<file path="config.mk">
export PLATFORM = sky130hd
export DESIGN_NAME = stable_sorted_priority_queue
export DESIGN_NICKNAME = d
export VERILOG_FILES = /design/src/ssq_pkg.sv /design/src/ssq_datapath.sv /design/src/ssq_ctrl.sv /design/src/stable_sorted_priority_queue.sv
export SDC_FILE = /design/constraint.sdc
export NUM_CORES = 2
export LEC_CHECK = 0
export BUFFER_PORTS_ARGS = -buffer_cell sky130_fd_sc_hd__buf_2
export CORE_ASPECT_RATIO = 0.5
export CORE_MARGIN = 10
export CORE_UTILIZATION = 50
export CTS_CLUSTER_DIAMETER = 200
export DETAILED_ROUTE_END_ITERATION = 10
export PLACE_DENSITY = 0.64
export SLEW_MARGIN = 10
export SYNTH_ARGS = -nofsm -noshare
export SYNTH_HDL_FRONTEND = slang
export SYNTH_SLANG_ARGS = --single-unit
</file>
<file path="constraint.sdc">
create_clock -name i_clk -period 37.9 [get_ports i_clk]
set_input_delay 5.685 -clock i_clk [delete_from_list [all_inputs] [get_ports i_clk]]
set_output_delay 5.685 -clock i_clk [all_outputs]
set_load 0.005 [all_outputs]
</file>
<file path="src/ssq_pkg.sv">
// Package for the sorted priority queue: sizes, codes and the
// controller/datapath interface structs. No dependencies.
package ssq_pkg;

    localparam int CAPACITY = 16;
    localparam int CNT_W    = $clog2(CAPACITY + 1);
    localparam int VAL_W    = 32;
    localparam int RANK_W   = 8;
    localparam int STS_W    = 2;
    localparam int OCC_W    = 5;

    // request types
    localparam logic REQ_ENQ = 1'b0;
    localparam logic REQ_DEQ = 1'b1;

    // status codes
    localparam logic [STS_W-1:0] STS_OK        = 2'd0;
    localparam logic [STS_W-1:0] STS_DEQ_EMPTY = 2'd1;
    localparam logic [STS_W-1:0] STS_ENQ_FULL  = 2'd2;

    typedef enum logic {
        ST_IDLE,
        ST_EXEC
    } t_state;

    // controller -> datapath
    typedef struct packed {
        logic capture;   // latch request beat
        logic exec;      // update slots and load result register
    } t_dp_cmd;

    // datapath -> controller
    typedef struct packed {
        logic full;
        logic empty;
    } t_dp_sts;

endpackage

</file>
<file path="src/ssq_datapath.sv">
// Datapath of the sorted priority queue: request latch, row of sorted
// slots with per-slot rank compare, fill count and result register. Uses ssq_pkg.
module ssq_datapath
    import ssq_pkg::*;
(
    input  logic                     i_clk,
    input  logic                     i_rst_n,
    input  t_dp_cmd                  i_cmd,
    output t_dp_sts                  o_sts,
    input  logic                     i_req_type,
    input  logic signed [VAL_W-1:0]  i_item_value,
    input  logic [RANK_W-1:0]        i_item_rank,
    output logic [STS_W-1:0]         o_status,
    output logic signed [VAL_W-1:0]  o_removed_value,
    output logic [RANK_W-1:0]        o_removed_rank,
    output logic signed [VAL_W-1:0]  o_head_value,
    output logic [RANK_W-1:0]        o_head_rank,
    output logic [OCC_W-1:0]         o_occupancy,
    output logic                     o_is_empty
);

    logic                    r_req_type;
    logic signed [VAL_W-1:0] r_item_value;
    logic [RANK_W-1:0]       r_item_rank;

    logic signed [VAL_W-1:0] r_val  [CAPACITY];
    logic [RANK_W-1:0]       r_rank [CAPACITY];
    logic [CNT_W-1:0]        r_count;

    logic signed [VAL_W-1:0] n_val  [CAPACITY];
    logic [RANK_W-1:0]       n_rank [CAPACITY];
    logic [CNT_W-1:0]        n_count;

    logic [CAPACITY-1:0]     ge;      // slot held and ranked at or above new item
    logic                    full;
    logic                    empty;
    logic                    do_enq;
    logic                    do_deq;

    logic [STS_W-1:0]        n_status;
    logic signed [VAL_W-1:0] n_removed_value;
    logic [RANK_W-1:0]       n_removed_rank;

    logic [STS_W-1:0]        r_status;
    logic signed [VAL_W-1:0] r_removed_value;
    logic [RANK_W-1:0]       r_removed_rank;
    logic signed [VAL_W-1:0] r_head_value;
    logic [RANK_W-1:0]       r_head_rank;
    logic [CNT_W-1:0]        r_occ;

    assign full  = (r_count == CNT_W'(CAPACITY));
    assign empty = (r_count == '0);
    assign o_sts = '{full: full, empty: empty};

    assign do_enq = (r_req_type == REQ_ENQ) && !full;
    assign do_deq = (r_req_type == REQ_DEQ) && !empty;

    // ge is a prefix since slots stay sorted; new entry lands at its first zero
    always_comb begin
        for (int i = 0; i < CAPACITY; i++) begin
            ge[i] = (CNT_W'(i) < r_count) && (r_rank[i] >= r_item_rank);
        end
    end

    always_comb begin
        for (int i = 0; i < CAPACITY; i++) begin
            n_val[i]  = r_val[i];
            n_rank[i] = r_rank[i];
            if (do_enq) begin
                if (!ge[i]) begin
                    if (i == 0) begin
                        n_val[i]  = r_item_value;
                        n_rank[i] = r_item_rank;
                    end else if (ge[(i == 0) ? 0 : i - 1]) begin
                        n_val[i]  = r_item_value;
                        n_rank[i] = r_item_rank;
                    end else begin
                        n_val[i]  = r_val[(i == 0) ? 0 : i - 1];
                        n_rank[i] = r_rank[(i == 0) ? 0 : i - 1];
                    end
                end
            end else if (do_deq) begin
                if (i < CAPACITY - 1) begin
                    n_val[i]  = r_val[(i < CAPACITY - 1) ? i + 1 : i];
                    n_rank[i] = r_rank[(i < CAPACITY - 1) ? i + 1 : i];
                end
            end
        end
    end

    always_comb begin
        n_count         = r_count;
        n_status        = STS_OK;
        n_removed_value = '0;
        n_removed_rank  = '0;
        if (do_enq) begin
            n_count = r_count + 1'b1;
        end else if (do_deq) begin
            n_count         = r_count - 1'b1;
            n_removed_value = r_val[0];
            n_removed_rank  = r_rank[0];
        end else if (r_req_type == REQ_DEQ) begin
            n_status = STS_DEQ_EMPTY;
        end else begin
            n_status = STS_ENQ_FULL;
        end
    end

    // payload registers, no reset
    always_ff @(posedge i_clk) begin
        if (i_cmd.capture) begin
            r_req_type   <= i_req_type;
            r_item_value <= i_item_value;
            r_item_rank  <= i_item_rank;
        end
        if (i_cmd.exec) begin
            for (int i = 0; i < CAPACITY; i++) begin
                r_val[i]  <= n_val[i];
                r_rank[i] <= n_rank[i];
            end
            r_status        <= n_status;
            r_removed_value <= n_removed_value;
            r_removed_rank  <= n_removed_rank;
            r_head_value    <= (n_count != '0) ? n_val[0] : '0;
            r_head_rank     <= (n_count != '0) ? n_rank[0] : '0;
            r_occ           <= n_count;
        end
    end

    always_ff @(posedge i_clk) begin
        if (!i_rst_n) begin
            r_count <= '0;
        end else if (i_cmd.exec) begin
            r_count <= n_count;
        end
    end

    assign o_status        = r_status;
    assign o_removed_value = r_removed_value;
    assign o_removed_rank  = r_removed_rank;
    assign o_head_value    = r_head_value;
    assign o_head_rank     = r_head_rank;
    assign o_occupancy     = OCC_W'(r_occ);
    assign o_is_empty      = (r_occ == '0);

endmodule

</file>
<file path="src/ssq_ctrl.sv">
// Controller of the sorted priority queue: request/response handshake
// and sequencing of the datapath. Uses ssq_pkg.
module ssq_ctrl
    import ssq_pkg::*;
(
    input  logic    i_clk,
    input  logic    i_rst_n,
    input  logic    i_req_valid,
    output logic    o_req_stall,
    output logic    o_rsp_valid,
    input  logic    i_rsp_stall,
    output t_dp_cmd o_cmd,
    input  t_dp_sts i_sts
);

    t_state r_state;
    t_state n_state;
    logic   r_rsp_valid;
    logic   n_rsp_valid;
    logic   out_free;
    logic   blocked;

    assign out_free = !r_rsp_valid || !i_rsp_stall;
    // a request while full or empty still runs; status alone flags it
    assign blocked  = 1'b0 & (i_sts.full | i_sts.empty);

    always_ff @(posedge i_clk) begin
        if (!i_rst_n) begin
            r_state     <= ST_IDLE;
            r_rsp_valid <= 1'b0;
        end else begin
            r_state     <= n_state;
            r_rsp_valid <= n_rsp_valid;
        end
    end

    always_comb begin
        n_state       = r_state;
        n_rsp_valid   = r_rsp_valid && i_rsp_stall;
        o_cmd.capture = 1'b0;
        o_cmd.exec    = 1'b0;
        o_req_stall   = 1'b1;
        case (r_state)
            ST_IDLE: begin
                o_req_stall = blocked;
                if (i_req_valid && !blocked) begin
                    o_cmd.capture = 1'b1;
                    n_state       = ST_EXEC;
                end
            end
            ST_EXEC: begin
                if (out_free) begin
                    o_cmd.exec  = 1'b1;
                    n_rsp_valid = 1'b1;
                    n_state     = ST_IDLE;
                end
            end
            default: begin
                n_state = ST_IDLE;
            end
        endcase
    end

    assign o_rsp_valid = r_rsp_valid;

endmodule

</file>
<file path="src/stable_sorted_priority_queue.sv">
// Sorted priority queue of CAPACITY entries (ssq_pkg), highest rank at the
// head, equal ranks kept in arrival order. Each request beat is an enqueue
// or a dequeue and yields exactly one response beat with status, removed
// entry, new head, occupancy and empty flag. The request beat is latched,
// then all slots compare their rank against the new item in parallel and
// shift in place; no new request is taken until that update is done. The
// response sits in an output register, so the next request beat is taken
// while the previous response is still stalled; the update waits only
// until that register is free. A full queue rejects an enqueue with the
// full status; an empty queue answers a dequeue with the empty status and
// zero fields. No clearing pass: only the fill count is reset, and slots
// beyond it never reach an output.
module stable_sorted_priority_queue
    import ssq_pkg::*;
(
    input  logic                     i_clk,
    input  logic                     i_rst_n,
    // request channel
    input  logic                     i_req_valid,
    output logic                     o_req_stall,
    input  logic                     i_req_type,
    input  logic signed [VAL_W-1:0]  i_item_value,
    input  logic [RANK_W-1:0]        i_item_rank,
    // response channel
    output logic                     o_rsp_valid,
    input  logic                     i_rsp_stall,
    output logic [STS_W-1:0]         o_status,
    output logic signed [VAL_W-1:0]  o_removed_value,
    output logic [RANK_W-1:0]        o_removed_rank,
    output logic signed [VAL_W-1:0]  o_head_value,
    output logic [RANK_W-1:0]        o_head_rank,
    output logic [OCC_W-1:0]         o_occupancy,
    output logic                     o_is_empty
);

    t_dp_cmd cmd;
    t_dp_sts sts;

    // handshake and sequencing
    ssq_ctrl u_ctrl (
        .i_clk       (i_clk),
        .i_rst_n     (i_rst_n),
        .i_req_valid (i_req_valid),
        .o_req_stall (o_req_stall),
        .o_rsp_valid (o_rsp_valid),
        .i_rsp_stall (i_rsp_stall),
        .o_cmd       (cmd),
        .i_sts       (sts)
    );

    // slots, count and response register
    ssq_datapath u_dp (
        .i_clk           (i_clk),
        .i_rst_n         (i_rst_n),
        .i_cmd           (cmd),
        .o_sts           (sts),
        .i_req_type      (i_req_type),
        .i_item_value    (i_item_value),
        .i_item_rank     (i_item_rank),
        .o_status        (o_status),
        .o_removed_value (o_removed_value),
        .o_removed_rank  (o_removed_rank),
        .o_head_value    (o_head_value),
        .o_head_rank     (o_head_rank),
        .o_occupancy     (o_occupancy),
        .o_is_empty      (o_is_empty)
    );

endmodule

</file>
==> impl_metrics.tcl <==
set metrics [dict create \
    status "complete, no violations" \
    area_delta_synth_final_pct 9.45 \
    synth_fp_nets 3812 \
    nFillCells 6595 \
    cts-resized-gates 0 \
    fin_util_pct 55.8 \
    dpl.hpwl_mm 74.7 \
    power.leakage_nw 15.4 \
    grt.total_usage_pct 22.8 \
    cts.path.max_buffers 3 \
    hold_path.class "reg2reg" \
    cp_data_required_time_ns 38.18 \
    worstMarginPinSlew_ns 1.21 \
    instances_no_fill 4664 \
    fin_ws_ns 30.41 \
    yosys_warnings 0 \
    clk_latency_ns 0.66 \
    grt_max_degree 197 \
    ant_nets 0 \
    port_buffers 134 \
    skew_ns 0.0210 \
    diodes 0 \
    busiest_layer "met2" \
    synth_flop_cell "edfxtp_1" \
    crit_path_end_kind "flip-flop" \
    period_share_pct 19.8 \
    routed-via-count 30000 \
    clockRootBuffer "clkbuf_16" \
    ys_types 60 \
    reg2reg_to "u_dp.r_val[1][101]" \
    die_area_sq_um 91900 \
    synth_area_per_cell_sq_um 10.9 \
    synth_edf_count 768 \
    maxSlewHeadroom_pct 18.9 \
    cts.clk_slew.worst_paths_ns 0.07 \
    synthesis.area_sq_um 39800 \
    place_ws_ns 29.72 \
    fin_nets 3749 \
    drv_slew 0 \
    ff2ff_path_depth 9 \
    grtUsageMet1_pct 31.3 \
    post-place-cells 4531 \
    tns_ns 0 \
    postCtsSetupBuffers 0 \
    crit_type "in2reg" \
    drcViolationCount 0 \
    critPathArrivalTime_ns 7.77 \
    drt_iter0_drc 3038 \
    endpoint "u_dp.o_head_rank[7]" \
    htree_levels 3 \
    p_per_area_nw_per_um2 50.9 \
    peakVddDrop_uv 32.6 \
    vias_per_cell 6.42 \
    gp_congestion 0.828 \
    grt_pass1_vias 30400 \
    globalRouteOverflowTotal 0 \
    die_h_um 219 \
    rsz0062_at_grt "no" \
    drive_gt1_share_pct 11.8 \
    ys_seq_area_share_pct 58.3 \
    wl_per_cell_um 23.3 \
    cts_tree "yes" \
    antenna_found_initial 0 \
    initial_utilization_pct 51.0 \
    synth_cells 3635 \
    cts_sinks 775 \
    regToRegSetupSlack_ns 33.09 \
    max_freq_mhz 134 \
    fin_crit_ns 7.49 \
    coreArea_sq_um 78000 \
    worstPathMaxFanout 69 \
    cp-startpoint "i_rsp_stall" \
    cts-hold-fix-buffers 0 \
    fin_hold_ws_ns 0.574 \
    startpoint_type "input pin" \
    r2r_start "u_dp.r_item_rank[1]" \
    met2_usage_pct 37.8 \
    cts-buffers-inserted 72 \
    grt_pass1_wl_mm 171 \
    met3_usage_pct 3.95 \
    row_count 72 \
    cap_violations 0 \
    die_w_um 419 \
    ys_ff_latch 775 \
    dr.pass1.iters 5 \
    hold_viol_final 0 \
    async_reset_ff_share_pct 0 \
    finalWirelength_mm 109 \
    setup_violations 0 \
    design.portCount 135 \
]
## area by class of cell
type | count | area [sq um] | share of cell area, %
clock buffer | 88 | 1880 | 4.33
sequential | 775 | 23200 | 53.3
tap | 1036 | 1300 | 2.98
inverter | 73 | 274 | 0.629
timing repair buffer | 209 | 1280 | 2.95
multi-input combinational | 2441 | 15200 | 35.0
clock inverter | 42 | 372 | 0.854
## state kept, by name, summed over array words and instances (netlist names)
name,flops
u_ctrl.r_state,1
u_dp.o_occupancy,5
u_dp.r_rank,128
u_dp.r_req_type,1
u_dp.o_status,2
u_dp.r_val,512
u_dp.o_removed_value,32
u_dp.o_head_value,32
u_dp.r_item_rank,8
u_ctrl.o_rsp_valid,1
u_dp.o_head_rank,8
u_dp.r_count,5
u_dp.r_item_value,32
u_dp.o_removed_rank,8
## per-stage QoR
step | power [W] | cell area [sq um]
finish | 0.00222 | 43500
global placement | 0.00149 | 41200
CTS | 0.00222 | 43500
global route | 0.00231 | 43500
floorplan | 0.00138 | 39800
detailed placement | 0.00150 | 41200
## synthesized netlist by cell type, types with 4 or more instances
| library cell | count | area [sq um] |
|---|---|---|
| mux2_1 | 6 | 67.6 |
| dfxtp_1 | 7 | 140 |
| inv_1 | 72 | 270 |
| buf_1 | 18 | 67.6 |
| a22oi_1 | 7 | 52.6 |
| a221o_1 | 200 | 2000 |
| a21oi_1 | 308 | 1540 |
| buf_2 | 100 | 500 |
| mux2i_1 | 55 | 551 |
| clkbuf_1 | 221 | 830 |
| nand2b_1 | 23 | 144 |
| clkbuf_2 | 4 | 20.0 |
| nand2_1 | 284 | 1070 |
| o221ai_1 | 42 | 368 |
| or2_2 | 4 | 25.0 |
| and2_1 | 50 | 313 |
| nor2b_1 | 12 | 75.1 |
| nor2_1 | 546 | 2050 |
| o21ai_1 | 9 | 45.0 |
| a31oi_1 | 289 | 1810 |
| nor3_1 | 48 | 240 |
| nand4_1 | 5 | 31.3 |
| edfxtp_1 | 768 | 23100 |
| o21a_1 | 14 | 105 |
| ha_1 | 132 | 1650 |
| xnor2_1 | 5 | 43.8 |
| o21ai_0 | 267 | 1340 |
| a2111oi_0 | 12 | 105 |
| a211oi_1 | 10 | 75.1 |
| a21o_1 | 12 | 90.1 |
| mux2_2 | 67 | 754 |
## critical path, cell delays in order
cell and delay, ns:
buf_2 0.12, a21boi_4 0.36, buf_4 0.66, buf_4 0.81
## cells by family (layout without fill, tap and decap cells)
group | Yosys count | in the layout | share of synthesized area (%)
compound gates | 1187 | 1187 | 19.3
simple gates | 988 | 988 | 10.3
flops | 775 | 775 | 58.3
buf+inv | 419 | 412 | 4.31
fa+ha+maj | 132 | 132 | 4.15
mux | 128 | 128 | 3.45
xor+xnor | 6 | 6 | 0.132
## cell usage in the layout, fill, tap and decap left out, drive strengths merged, types with 50 or more instances in the layout
cell type / n
edfxtp: 768
nor2: 547
a21oi: 308
a31oi: 289
nand2: 284
o21ai: 277
buf: 209
a221o: 200
ha: 132
clkbuf: 88
inv: 76
mux2: 73
mux2i: 55
and2: 50
## power breakdown
group          switching [W]  internal [W]
combinational       0.000268      0.000136
sequential         0.0000435       0.00104
clock               0.000336      0.000391
total               0.000647       0.00157
## per-layer routing
metal  share of wire [%]  wire length (um)
met4                 2.1              2250
met1                  44             47800
met2                  48             52100
met5                   0                 0
met3                 5.9              6450
## worst min path at each step
| stage | startpoint | end | slack [ns] | cells after the start |
|---|---|---|---|---|
| 2_1_floorplan | u_ctrl.r_state | u_ctrl.o_rsp_valid | 0.53 | 2 |
| 3_3_place_gp | u_dp.r_val[1][237] | u_dp.r_val[1][205] | 0.55 | 2 |
| 3_5_place_dp | u_dp.r_val[1][232] | u_dp.r_val[1][200] | 0.56 | 2 |
| 4_1_cts | u_dp.r_val[1][234] | u_dp.r_val[1][202] | 0.58 | 2 |
| 5_1_grt | u_dp.r_val[1][236] | u_dp.r_val[1][204] | 0.59 | 2 |
| 6_report | u_dp.r_val[1][234] | u_dp.r_val[1][202] | 0.57 | 2 |
Note: power is estimated with default switching activity, not from simulation.
